`src/rtl/crfp_pkg.sv`:
```
// Shared constants, types and codes of the camera response frame parser.
package crfp_pkg;

    localparam int DATA_SIZE   = 512;
    localparam int NUM_CAMERAS = 4;
    localparam int CAM_IDX_W   = (NUM_CAMERAS > 1) ? $clog2(NUM_CAMERAS) : 1;

    localparam logic [7:0] CHAR_SYNC    = 8'h55;  // 'U'
    localparam logic [7:0] CHAR_IMAGE   = 8'h46;  // 'F'
    localparam logic [7:0] CHAR_END     = 8'h23;  // '#'
    localparam logic [7:0] CHAR_INFO    = 8'h52;  // 'R'
    localparam logic [7:0] CHAR_REPLY   = 8'h43;  // 'C'
    localparam logic [7:0] CHAR_UNKNOWN = 8'h3F;  // '?'
    localparam logic [7:0] CHAR_ACK_H   = 8'h48;  // 'H'
    localparam logic [7:0] CHAR_ACK_E   = 8'h45;  // 'E'
    localparam logic [7:0] CHAR_ACK_D   = 8'h44;  // 'D'
    localparam logic [7:0] CHAR_ACK_Q   = 8'h51;  // 'Q'

    typedef enum logic [3:0] {
        PH_HEADER = 4'd0,
        PH_CMD    = 4'd1,
        PH_CAMID  = 4'd2,
        PH_TEXT   = 4'd3,
        PH_PID0   = 4'd4,
        PH_PID1   = 4'd5,
        PH_LEN0   = 4'd6,
        PH_LEN1   = 4'd7,
        PH_DATA   = 4'd8,
        PH_CRC0   = 4'd9,
        PH_CRC1   = 4'd10
    } phase_t;

    typedef enum logic [2:0] {
        KIND_IMAGE   = 3'd0,
        KIND_DONE    = 3'd1,
        KIND_INFO    = 3'd2,
        KIND_REPLY   = 3'd3,
        KIND_ACK     = 3'd4,
        KIND_UNKNOWN = 3'd5
    } kind_t;

    typedef enum logic {
        OP_RECEIVE     = 1'b0,
        OP_CLEAR_TABLE = 1'b1
    } op_t;

    typedef struct packed {
        op_t        op;
        logic [7:0] rx_byte;
    } item_t;

    typedef struct packed {
        kind_t       kind;
        logic [7:0]  camera_id;
        logic [7:0]  data_byte;
        logic [8:0]  data_index;
        logic [15:0] packet_id;
        logic [15:0] packet_len;
        logic [31:0] byte_offset;
        logic [31:0] file_size;
        logic [15:0] packet_count;
        logic        checksum_match;
    } result_t;

endpackage

```
`src/rtl/crfp_if.sv`:
```
// Channel interfaces of the camera response frame parser: input, result, configuration.
interface crfp_item_if;
    logic       valid;
    logic       ready;
    logic       op;
    logic [7:0] rx_byte;

    modport source (output valid, output op, output rx_byte, input ready);
    modport sink   (input valid, input op, input rx_byte, output ready);
endinterface

interface crfp_result_if;
    logic        valid;
    logic        ready;
    logic [2:0]  kind;
    logic [7:0]  camera_id;
    logic [7:0]  data_byte;
    logic [8:0]  data_index;
    logic [15:0] packet_id;
    logic [15:0] packet_len;
    logic [31:0] byte_offset;
    logic [31:0] file_size;
    logic [15:0] packet_count;
    logic        checksum_match;

    modport source (output valid, output kind, output camera_id, output data_byte,
                    output data_index, output packet_id, output packet_len,
                    output byte_offset, output file_size, output packet_count,
                    output checksum_match, input ready);
    modport sink   (input valid, input kind, input camera_id, input data_byte,
                    input data_index, input packet_id, input packet_len,
                    input byte_offset, input file_size, input packet_count,
                    input checksum_match, output ready);
endinterface

interface crfp_cfg_if;
    logic valid;
    logic ready;
    logic receive_paused;

    modport source (output valid, output receive_paused, input ready);
    modport sink   (input valid, input receive_paused, output ready);
endinterface

```
`src/rtl/crfp_core.sv`:
```
// Frame parser state, snapshot tables and the per-byte result logic.
module crfp_core
    import crfp_pkg::*;
(
    input  logic    clk,
    input  logic    rst_n,
    input  logic    step,
    input  item_t   item,
    input  logic    paused,
    output logic    res_valid,
    output result_t res
);

    phase_t               phase_reg, phase_next;
    logic [7:0]           command_reg, command_next;
    logic [7:0]           camera_reg, camera_next;
    logic [15:0]          sum_reg, sum_next;
    logic [15:0]          pid_reg, pid_next;
    logic [15:0]          len_reg, len_next;
    logic [15:0]          count_reg, count_next;
    logic [7:0]           crc_low_reg, crc_low_next;
    logic [5:0][7:0]      info_reg, info_next;
    logic [31:0]          size_tbl_reg [NUM_CAMERAS];
    logic [31:0]          size_tbl_next [NUM_CAMERAS];
    logic [15:0]          pkt_tbl_reg [NUM_CAMERAS];
    logic [15:0]          pkt_tbl_next [NUM_CAMERAS];

    logic [7:0]           c;
    logic [15:0]          count_inc;
    logic                 cam_in_table;
    logic [CAM_IDX_W-1:0] cam_idx;
    logic [31:0]          pid_minus_one;
    logic [31:0]          offset;
    logic [31:0]          info_size;
    logic [15:0]          info_count;

    assign c             = item.rx_byte;
    assign count_inc     = (count_reg != 16'hFFFF) ? count_reg + 16'd1 : count_reg;
    assign cam_in_table  = camera_reg < 8'(NUM_CAMERAS);
    assign cam_idx       = camera_reg[CAM_IDX_W-1:0];
    assign pid_minus_one = {16'd0, pid_reg} - 32'd1;
    assign offset        = 32'(pid_minus_one * 32'(DATA_SIZE));
    assign info_size     = {info_reg[3], info_reg[2], info_reg[1], info_reg[0]};
    assign info_count    = {info_reg[5], info_reg[4]};

    always_comb
    begin
        phase_next    = phase_reg;
        command_next  = command_reg;
        camera_next   = camera_reg;
        sum_next      = sum_reg;
        pid_next      = pid_reg;
        len_next      = len_reg;
        count_next    = count_reg;
        crc_low_next  = crc_low_reg;
        info_next     = info_reg;
        size_tbl_next = size_tbl_reg;
        pkt_tbl_next  = pkt_tbl_reg;
        res_valid     = 1'b0;
        res           = '0;
        res.camera_id = camera_reg;

        if (step)
        begin
            if (item.op == OP_CLEAR_TABLE)
            begin
                for (int i = 0; i < NUM_CAMERAS; i++)
                begin
                    size_tbl_next[i] = '0;
                    pkt_tbl_next[i]  = '0;
                end
            end
            else if (!paused)
            begin
                unique case (phase_reg)
                    PH_HEADER:
                    begin
                        if (c == CHAR_SYNC)
                        begin
                            sum_next   = {8'd0, c};
                            phase_next = PH_CMD;
                        end
                    end
                    PH_CMD:
                    begin
                        sum_next     = sum_reg + {8'd0, c};
                        command_next = c;
                        count_next   = '0;
                        phase_next   = PH_CAMID;
                    end
                    PH_CAMID:
                    begin
                        sum_next    = sum_reg + {8'd0, c};
                        camera_next = c;
                        if (command_reg == CHAR_IMAGE)
                        begin
                            phase_next = PH_PID0;
                        end
                        else
                        begin
                            count_next = '0;
                            info_next  = '0;
                            phase_next = PH_TEXT;
                        end
                    end
                    PH_TEXT:
                    begin
                        if (c == CHAR_END)
                        begin
                            phase_next = PH_HEADER;
                            if (command_reg == CHAR_INFO)
                            begin
                                if (cam_in_table)
                                begin
                                    size_tbl_next[cam_idx] = info_size;
                                    pkt_tbl_next[cam_idx]  = info_count;
                                end
                                res_valid        = 1'b1;
                                res.kind         = KIND_INFO;
                                res.file_size    = info_size;
                                res.packet_count = info_count;
                            end
                            else if (command_reg == CHAR_REPLY)
                            begin
                                res_valid     = 1'b1;
                                res.kind      = KIND_REPLY;
                                res.data_byte = camera_reg;
                            end
                            else if (command_reg == CHAR_ACK_H || command_reg == CHAR_ACK_E ||
                                     command_reg == CHAR_ACK_D || command_reg == CHAR_ACK_Q)
                            begin
                                res_valid = 1'b1;
                                res.kind  = KIND_ACK;
                            end
                            else if (command_reg == CHAR_UNKNOWN)
                            begin
                                res_valid = 1'b1;
                                res.kind  = KIND_UNKNOWN;
                            end
                        end
                        else
                        begin
                            if (count_reg < 16'd6)
                            begin
                                info_next[count_reg[2:0]] = c;
                            end
                            count_next = count_inc;
                        end
                    end
                    PH_PID0:
                    begin
                        sum_next   = sum_reg + {8'd0, c};
                        pid_next   = {8'd0, c};
                        phase_next = PH_PID1;
                    end
                    PH_PID1:
                    begin
                        sum_next   = sum_reg + {8'd0, c};
                        pid_next   = {c, pid_reg[7:0]};
                        phase_next = PH_LEN0;
                    end
                    PH_LEN0:
                    begin
                        sum_next   = sum_reg + {8'd0, c};
                        len_next   = {8'd0, c};
                        phase_next = PH_LEN1;
                    end
                    PH_LEN1:
                    begin
                        sum_next   = sum_reg + {8'd0, c};
                        len_next   = {c, len_reg[7:0]};
                        count_next = '0;
                        phase_next = PH_DATA;
                    end
                    PH_DATA:
                    begin
                        // keep bytes that fit the packet buffer, drop the rest silently
                        if ({16'd0, count_reg} < 32'(DATA_SIZE))
                        begin
                            sum_next       = sum_reg + {8'd0, c};
                            res_valid      = 1'b1;
                            res.kind       = KIND_IMAGE;
                            res.data_byte  = c;
                            res.data_index = count_reg[8:0];
                            res.packet_id  = pid_reg;
                        end
                        count_next = count_inc;
                        if (count_inc >= len_reg)
                        begin
                            phase_next = PH_CRC0;
                        end
                    end
                    PH_CRC0:
                    begin
                        crc_low_next = c;
                        phase_next   = PH_CRC1;
                    end
                    PH_CRC1:
                    begin
                        res_valid          = 1'b1;
                        res.kind           = KIND_DONE;
                        res.packet_id      = pid_reg;
                        res.packet_len     = count_reg;
                        res.byte_offset    = offset;
                        if (cam_in_table)
                        begin
                            res.file_size    = size_tbl_reg[cam_idx];
                            res.packet_count = pkt_tbl_reg[cam_idx];
                        end
                        res.checksum_match = (sum_reg == {c, crc_low_reg});
                        sum_next           = '0;
                        phase_next         = PH_HEADER;
                    end
                    default:
                    begin
                        phase_next = PH_HEADER;
                    end
                endcase
            end
        end
    end

    always_ff @(posedge clk or negedge rst_n)
    begin
        if (!rst_n)
        begin
            phase_reg   <= PH_HEADER;
            command_reg <= '0;
            camera_reg  <= '0;
            sum_reg     <= '0;
            pid_reg     <= '0;
            len_reg     <= '0;
            count_reg   <= '0;
            crc_low_reg <= '0;
            info_reg    <= '0;
            for (int i = 0; i < NUM_CAMERAS; i++)
            begin
                size_tbl_reg[i] <= '0;
                pkt_tbl_reg[i]  <= '0;
            end
        end
        else
        begin
            phase_reg    <= phase_next;
            command_reg  <= command_next;
            camera_reg   <= camera_next;
            sum_reg      <= sum_next;
            pid_reg      <= pid_next;
            len_reg      <= len_next;
            count_reg    <= count_next;
            crc_low_reg  <= crc_low_next;
            info_reg     <= info_next;
            size_tbl_reg <= size_tbl_next;
            pkt_tbl_reg  <= pkt_tbl_next;
        end
    end

endmodule

```
`src/rtl/camera_response_frame_parser.sv`:
```
// Top level of the camera response frame parser: channel registers around the parser core.
//
// Usage:
//  - item channel: one beat per received camera byte (op receive) or a table clear
//    (op clear). A beat is taken at a rising edge with valid and ready both high.
//  - result channel: at most one beat per item: image byte, packet done, snapshot
//    info, reply byte, acknowledge or unknown event. Items that yield nothing
//    simply vanish inside the block.
//  - cfg channel: receive_paused, always ready. While set, received bytes are
//    dropped with no state change; clears still act. Write it only while idle.
//  - A result beat passes the input register and then the result register after its
//    item is taken. Throughput: one item per cycle while the result channel is not
//    stalled, set by the combinational parser update between the two registers.
//  - Stall: when the result register is full and not taken, the input register
//    holds its beat and ready drops once it is full too; nothing is lost.
//  - Reset (rst_n low, asynchronous): parser waits for a sync byte, all frame
//    state and both snapshot tables are zero, receive_paused is clear and both
//    channel registers are empty.
module camera_response_frame_parser
    import crfp_pkg::*;
(
    input  logic          clk,
    input  logic          rst_n,
    crfp_item_if.sink     item,
    crfp_result_if.source result,
    crfp_cfg_if.sink      cfg
);

    logic    in_valid_reg, in_valid_next;
    item_t   in_item_reg;
    logic    out_valid_reg, out_valid_next;
    result_t out_res_reg;
    logic    paused_reg, paused_next;

    logic    item_fire;
    logic    advance;
    logic    core_valid;
    result_t core_res;

    // move the held beat into the parser whenever the result slot is free or draining
    assign advance    = in_valid_reg && (!out_valid_reg || result.ready);
    assign item.ready = !in_valid_reg || advance;
    assign item_fire  = item.valid && item.ready;
    assign cfg.ready  = 1'b1;

    always_comb
    begin
        in_valid_next = in_valid_reg;
        if (item_fire)
        begin
            in_valid_next = 1'b1;
        end
        else if (advance)
        begin
            in_valid_next = 1'b0;
        end

        out_valid_next = out_valid_reg;
        if (advance)
        begin
            out_valid_next = core_valid;
        end
        else if (result.ready)
        begin
            out_valid_next = 1'b0;
        end

        paused_next = paused_reg;
        if (cfg.valid && cfg.ready)
        begin
            paused_next = cfg.receive_paused;
        end
    end

    always_ff @(posedge clk or negedge rst_n)
    begin
        if (!rst_n)
        begin
            in_valid_reg  <= 1'b0;
            out_valid_reg <= 1'b0;
            paused_reg    <= 1'b0;
        end
        else
        begin
            in_valid_reg  <= in_valid_next;
            out_valid_reg <= out_valid_next;
            paused_reg    <= paused_next;
        end
    end

    // payload registers: load on a taken beat, hold otherwise
    always_ff @(posedge clk)
    begin
        if (item_fire)
        begin
            in_item_reg <= '{op: op_t'(item.op), rx_byte: item.rx_byte};
        end
        if (advance && core_valid)
        begin
            out_res_reg <= core_res;
        end
    end

    crfp_core u_core (
        .clk       (clk),
        .rst_n     (rst_n),
        .step      (advance),
        .item      (in_item_reg),
        .paused    (paused_reg),
        .res_valid (core_valid),
        .res       (core_res)
    );

    assign result.valid          = out_valid_reg;
    assign result.kind           = out_res_reg.kind;
    assign result.camera_id      = out_res_reg.camera_id;
    assign result.data_byte      = out_res_reg.data_byte;
    assign result.data_index     = out_res_reg.data_index;
    assign result.packet_id      = out_res_reg.packet_id;
    assign result.packet_len     = out_res_reg.packet_len;
    assign result.byte_offset    = out_res_reg.byte_offset;
    assign result.file_size      = out_res_reg.file_size;
    assign result.packet_count   = out_res_reg.packet_count;
    assign result.checksum_match = out_res_reg.checksum_match;

`ifndef ASSERT_OFF
    // a held input beat that does not advance means the result slot is blocked
    a_hold_only_when_blocked : assert property (@(posedge clk) disable iff (!rst_n)
        in_valid_reg && !advance |-> out_valid_reg && !result.ready)
        else $error("input beat held while result slot free");

    // a blocked result slot keeps its beat to the next edge
    a_result_kept : assert property (@(posedge clk) disable iff (!rst_n)
        out_valid_reg && !result.ready |=> out_valid_reg && $stable(out_res_reg))
        else $error("stalled result beat changed or dropped");

    // checksum flag belongs to packet done only
    a_checksum_kind : assert property (@(posedge clk) disable iff (!rst_n)
        result.valid && result.kind != KIND_DONE |-> !result.checksum_match)
        else $error("checksum flag set outside packet done");

    // packet id appears only on image byte and packet done
    a_pid_kind : assert property (@(posedge clk) disable iff (!rst_n)
        result.valid && result.kind != KIND_IMAGE && result.kind != KIND_DONE
        |-> result.packet_id == 16'd0)
        else $error("packet id on a non-image result");
`endif

endmodule
```
`src/flat_wrapper.sv`:
```
// flat-port wrapper written by rule: the top's interface ports become plain ports
module camera_response_frame_parser_flat import crfp_pkg::*;
  (clk, rst_n, item_valid, item_op, item_rx_byte, item_ready, result_valid, result_kind, result_camera_id, result_data_byte, result_data_index, result_packet_id, result_packet_len, result_byte_offset, result_file_size, result_packet_count, result_checksum_match, result_ready, cfg_valid, cfg_receive_paused, cfg_ready);
  crfp_item_if item_i ();
  crfp_result_if result_i ();
  crfp_cfg_if cfg_i ();
  input  logic clk;
  input  logic rst_n;
  input wire logic [$bits(item_i.valid)-1:0] item_valid;
  input wire logic [$bits(item_i.op)-1:0] item_op;
  input wire logic [$bits(item_i.rx_byte)-1:0] item_rx_byte;
  output wire logic [$bits(item_i.ready)-1:0] item_ready;
  output wire logic [$bits(result_i.valid)-1:0] result_valid;
  output wire logic [$bits(result_i.kind)-1:0] result_kind;
  output wire logic [$bits(result_i.camera_id)-1:0] result_camera_id;
  output wire logic [$bits(result_i.data_byte)-1:0] result_data_byte;
  output wire logic [$bits(result_i.data_index)-1:0] result_data_index;
  output wire logic [$bits(result_i.packet_id)-1:0] result_packet_id;
  output wire logic [$bits(result_i.packet_len)-1:0] result_packet_len;
  output wire logic [$bits(result_i.byte_offset)-1:0] result_byte_offset;
  output wire logic [$bits(result_i.file_size)-1:0] result_file_size;
  output wire logic [$bits(result_i.packet_count)-1:0] result_packet_count;
  output wire logic [$bits(result_i.checksum_match)-1:0] result_checksum_match;
  input wire logic [$bits(result_i.ready)-1:0] result_ready;
  input wire logic [$bits(cfg_i.valid)-1:0] cfg_valid;
  input wire logic [$bits(cfg_i.receive_paused)-1:0] cfg_receive_paused;
  output wire logic [$bits(cfg_i.ready)-1:0] cfg_ready;
  assign item_i.valid = item_valid;
  assign item_i.op = item_op;
  assign item_i.rx_byte = item_rx_byte;
  assign item_ready = item_i.ready;
  assign result_valid = result_i.valid;
  assign result_kind = result_i.kind;
  assign result_camera_id = result_i.camera_id;
  assign result_data_byte = result_i.data_byte;
  assign result_data_index = result_i.data_index;
  assign result_packet_id = result_i.packet_id;
  assign result_packet_len = result_i.packet_len;
  assign result_byte_offset = result_i.byte_offset;
  assign result_file_size = result_i.file_size;
  assign result_packet_count = result_i.packet_count;
  assign result_checksum_match = result_i.checksum_match;
  assign result_i.ready = result_ready;
  assign cfg_i.valid = cfg_valid;
  assign cfg_i.receive_paused = cfg_receive_paused;
  assign cfg_ready = cfg_i.ready;
  camera_response_frame_parser u_core (.clk(clk), .rst_n(rst_n), .item(item_i), .result(result_i), .cfg(cfg_i));
endmodule
```
`config.mk`:
```
export PLATFORM = sky130hd
export DESIGN_NAME = camera_response_frame_parser_flat
export DESIGN_NICKNAME = d
export VERILOG_FILES = /design/src/rtl/crfp_pkg.sv /design/src/rtl/crfp_if.sv /design/src/rtl/crfp_core.sv /design/src/rtl/camera_response_frame_parser.sv /design/src/flat_wrapper.sv
export SDC_FILE = /design/constraint.sdc
export NUM_CORES = 1
export LEC_CHECK = 0
export BUFFER_PORTS_ARGS = -buffer_cell sky130_fd_sc_hd__buf_2
export CAP_MARGIN = 20
export CORE_MARGIN = 5
export CORE_UTILIZATION = 40
export CTS_CLUSTER_DIAMETER = 200
export DETAILED_ROUTE_END_ITERATION = 7
export HOLD_SLACK_MARGIN = 0.02
export SLEW_MARGIN = 25
export SYNTH_ARGS = -nofsm -noshare
export SYNTH_HDL_FRONTEND = slang
export SYNTH_SLANG_ARGS = --single-unit
export TNS_END_PERCENT = 50
```
`constraint.sdc`:
```
create_clock -name clk -period 9.5 [get_ports clk]
set_input_delay 2.375 -clock clk [delete_from_list [all_inputs] [get_ports clk]]
set_output_delay 2.375 -clock clk [all_outputs]
set_load 0.02 [all_outputs]
```
==> summary.md <==
| Metric | Value |
|---|---|
| RSZ-0062 raised after global routing | `no` |
| Initial Util | `0.401` |
| Worst EP required | `7.13 ns` |
| # H-tree levels | `2` |
| Fill cells | `between 4k and 5k` |
| First-pass GRT wire length | `~88000 µm` |
| Most frequent cells in the layout | `dfrtp_1, a22o_1, buf_2` |
| Inst Count DP | `2375` |
| Non-Filler Instances | `2471` |
| Final core occ | `0.458` |
| Max-slew headroom | `0.338` |
| Register area | `12400 µm²` |
| LEAKAGE | `9.78 nW` |
| Post-route antenna net violation count | `0` |
| Gate Count Post-Synth | `1643` |
| Post-route minimum period | `5.22 ns` |
| Vias | `14.4k` |
| Clk sinks | `470` |
| Power Dens Cells | `204 nW/µm²` |
| Layout Nets | `1783` |
| Initial DRC count | `approximately 1.3k` |
| Die width | `239 µm` |
| ANT cells | `0` |
| TritonRoute pass-1 iters | `5` |
| DP HPWL | `32800 µm` |
| CTS tree | `yes` |
| Hold Fails Final Rpt | `0` |
| Netlist cell types | `72` |
| Area share of the largest cell type after synthesis | `0.399` |
| Share of cells above drive strength 1 | `0.206` |
| Synth top area cells | `dfrtp_1, edfxtp_1, a22o_1` |
| DRT Wirelength | `approximately 57000 µm` |
| Number of synthesized flops with an enable pin | `about 140` |
| Initial antenna violation count | `1` |
| Postcts setup bufs | `0` |
| Die area | `57200 µm²` |
| Setup crit start kind | `primary input` |
| Final setup fails | `0` |
| Register area share after synthesis | `0.592` |
| Mean Syn Cell Area | `12.8 µm²` |
| Top Ports | `about 160` |
| Mapped cell area | `21000 µm²` |
| Crit-path max FO | `3` |
| Drt via density | `5.84` |
| GP Congestion | `approximately 0.83` |
| Grt total ovfl | `0` |
| Clock Skew | `0.0282 ns` |
| Class of the most critical setup path | `in -> out` |
| Area Overhead vs Synth | `14.2%` |
| Mux contribution to synthesized area | `0.0696` |
| Slew @ Worst Pin | `0.980 ns` |
| Inserted Clock Buffers | `51` |
| Dominant synthesized flop cell | `dfrtp_1` |
| DR WL/cell | `22.9 µm` |
| Post-CTS Resized | `0` |
| Clock-pin slew on the worst setup and hold paths | `0.05 ns` |
| Largest net degree at the start of global routing | `between 150 and 200` |
| Bufs on Longest Clock Path | `3` |
| Fin Hold WS | `0.489 ns` |
| Clk_lat worst skew | `0.61 ns` |
| Ys async rst share | `0.713` |
| #FFs+latches synth | `470` |
| Synth area leader | `dfrtp_1` |
| Max Transition Viols Final | `0` |
| Synth Area in Adders | `0.0164` |
| Worst path arrival time | `2.84 ns` |
| Placement row count | `84` |
| Worst VDD drop | `approximately 0.12 mV` |
| Crit end category | `output port` |
| HP Class | `reg -> reg` |
| Max reg flops | `128` |
| Synth Area in Compound Gates | `0.170` |
| Post-Synth XOR/XNOR Area | `0.0175` |
| Largest family of logic cells by synthesized area | `compound AO/OA/AOI/OAI gates` |
| Number of global-route vias before repair | `15.0k` |
| Core box area | `~52000 µm²` |
| CTS Hold Bufs | `0` |
| Area of the multi-input gates | `7750 µm²` |
| Ys Warns | `0` |
| Max Freq | `192 MHz` |
| Max-cap viol count | `0` |
| Outcome | `completed` |
| Die height | `approximately 240 µm` |
| Port bufs | `about 150` |
| Most common cell after layout, fill and taps aside | `dfrtp_1` |
| Final worst-path cycle share | `0.549` |
| Final worst slack | `4.28 ns` |
| Total Routing Usage GR | `0.195` |
| Worst slack, placed | `4.28 ns` |
| DRC | `0` |
| Fin Setup TNS | `0 ns` |
| Simple logic cell fraction of the synthesized area | `0.0903` |
| Root buf cell | `clkbuf_16` |
-- final cells by class --
class                           instances  share of cell area
Timing Repair Buffer                  182              0.0433
Inverter                               41             0.00642
Multi-Input combinational cell        995               0.323
Clock buffer                           82              0.0658
Sequential cell                       470               0.519
Clock inverter                         13             0.00678
Tap cell                              688              0.0359
-- kinds of logic after synthesis --
family | Yosys count
buffers and inverters | 186
DFF | 470
adders and majority gates | 27
muxes | 82
xor gates and xnor gates | 42
other | 2
and+or+nand+nor | 364
AOI/OAI and AO/OA | 470
-- synth_stat cells (3+ instances only) --
cell and number:
nand4_1 8, mux2_2 33, o21ai_1 10, and2_1 20, a22o_1 243, o41ai_1 4
o22ai_1 4, nor2_1 120, a22oi_1 56, nor4_4 3, clkbuf_1 89, a31oi_1 6
nand2b_1 10, or3_1 7, nand3_1 30, a21o_1 5, o21ai_0 64, dfrtp_1 335
ha_1 26, nor4_1 12, edfxtp_1 135, a21oi_1 39, xor2_1 23, o21bai_1 3
o21a_1 5, nor3b_1 7, nor4b_1 3, buf_6 18, nand3b_1 4, o31ai_1 11
inv_1 41, nor2b_1 3, or4_1 6, mux4_2 48, and3_1 32, buf_2 9
o211ai_1 4, nand2_1 69, buf_1 6, buf_4 23, xnor2_1 19, nor3_1 12
and4_1 3
-- report_power, final --
part           internal (mW)  switching, mW
registers               2.14          0.149
logic                  0.228          0.349
clock network           1.20          0.830
-- stage by stage --
step	cell area (µm²)	power, mW
detailed placement	22200	2.91
global placement	22200	2.89
floorplan	21000	2.70
finish	24000	4.90
global route	24000	5.11
CTS	24000	4.95
-- critical path, stage by stage --
cell and delay (ns):
buf_2 0.10, nand3b_1 0.18, buf_2 0.19
-- per-layer routing --
metal | global-route usage | vias up | part of all wire
met4 | 0.0654 | 0 | 0.030
met1 | 0.265 | 7405 | 0.43
met3 | 0.0446 | 105 | 0.072
met2 | 0.313 | 525 | 0.47
met5 | 0 | - | 0
li1 | - | 6386 | -
-- worst paths after layout --
path | from | to | slack [ns] | cells past startpoint
min in group asynchronous | rst_n | u_core.u_core.size_tbl_reg[115] | 1.78 | 1
hold / removal | u_core.u_core.len_reg[13] | u_core.u_core.len_reg[13] | 0.49 | 2
setup / recovery | result_ready | item_ready | 4.28 | 3
setup reg to reg | u_core.u_core.count_reg[3] | u_core.u_core.phase_reg[2] | 5.24 | 12
hold reg to reg | u_core.u_core.len_reg[13] | u_core.u_core.len_reg[13] | 0.49 | 2
max in group asynchronous | rst_n | u_core.u_core.camera_reg[0] | 6.24 | 3
Power figures use the tool's default switching activity.
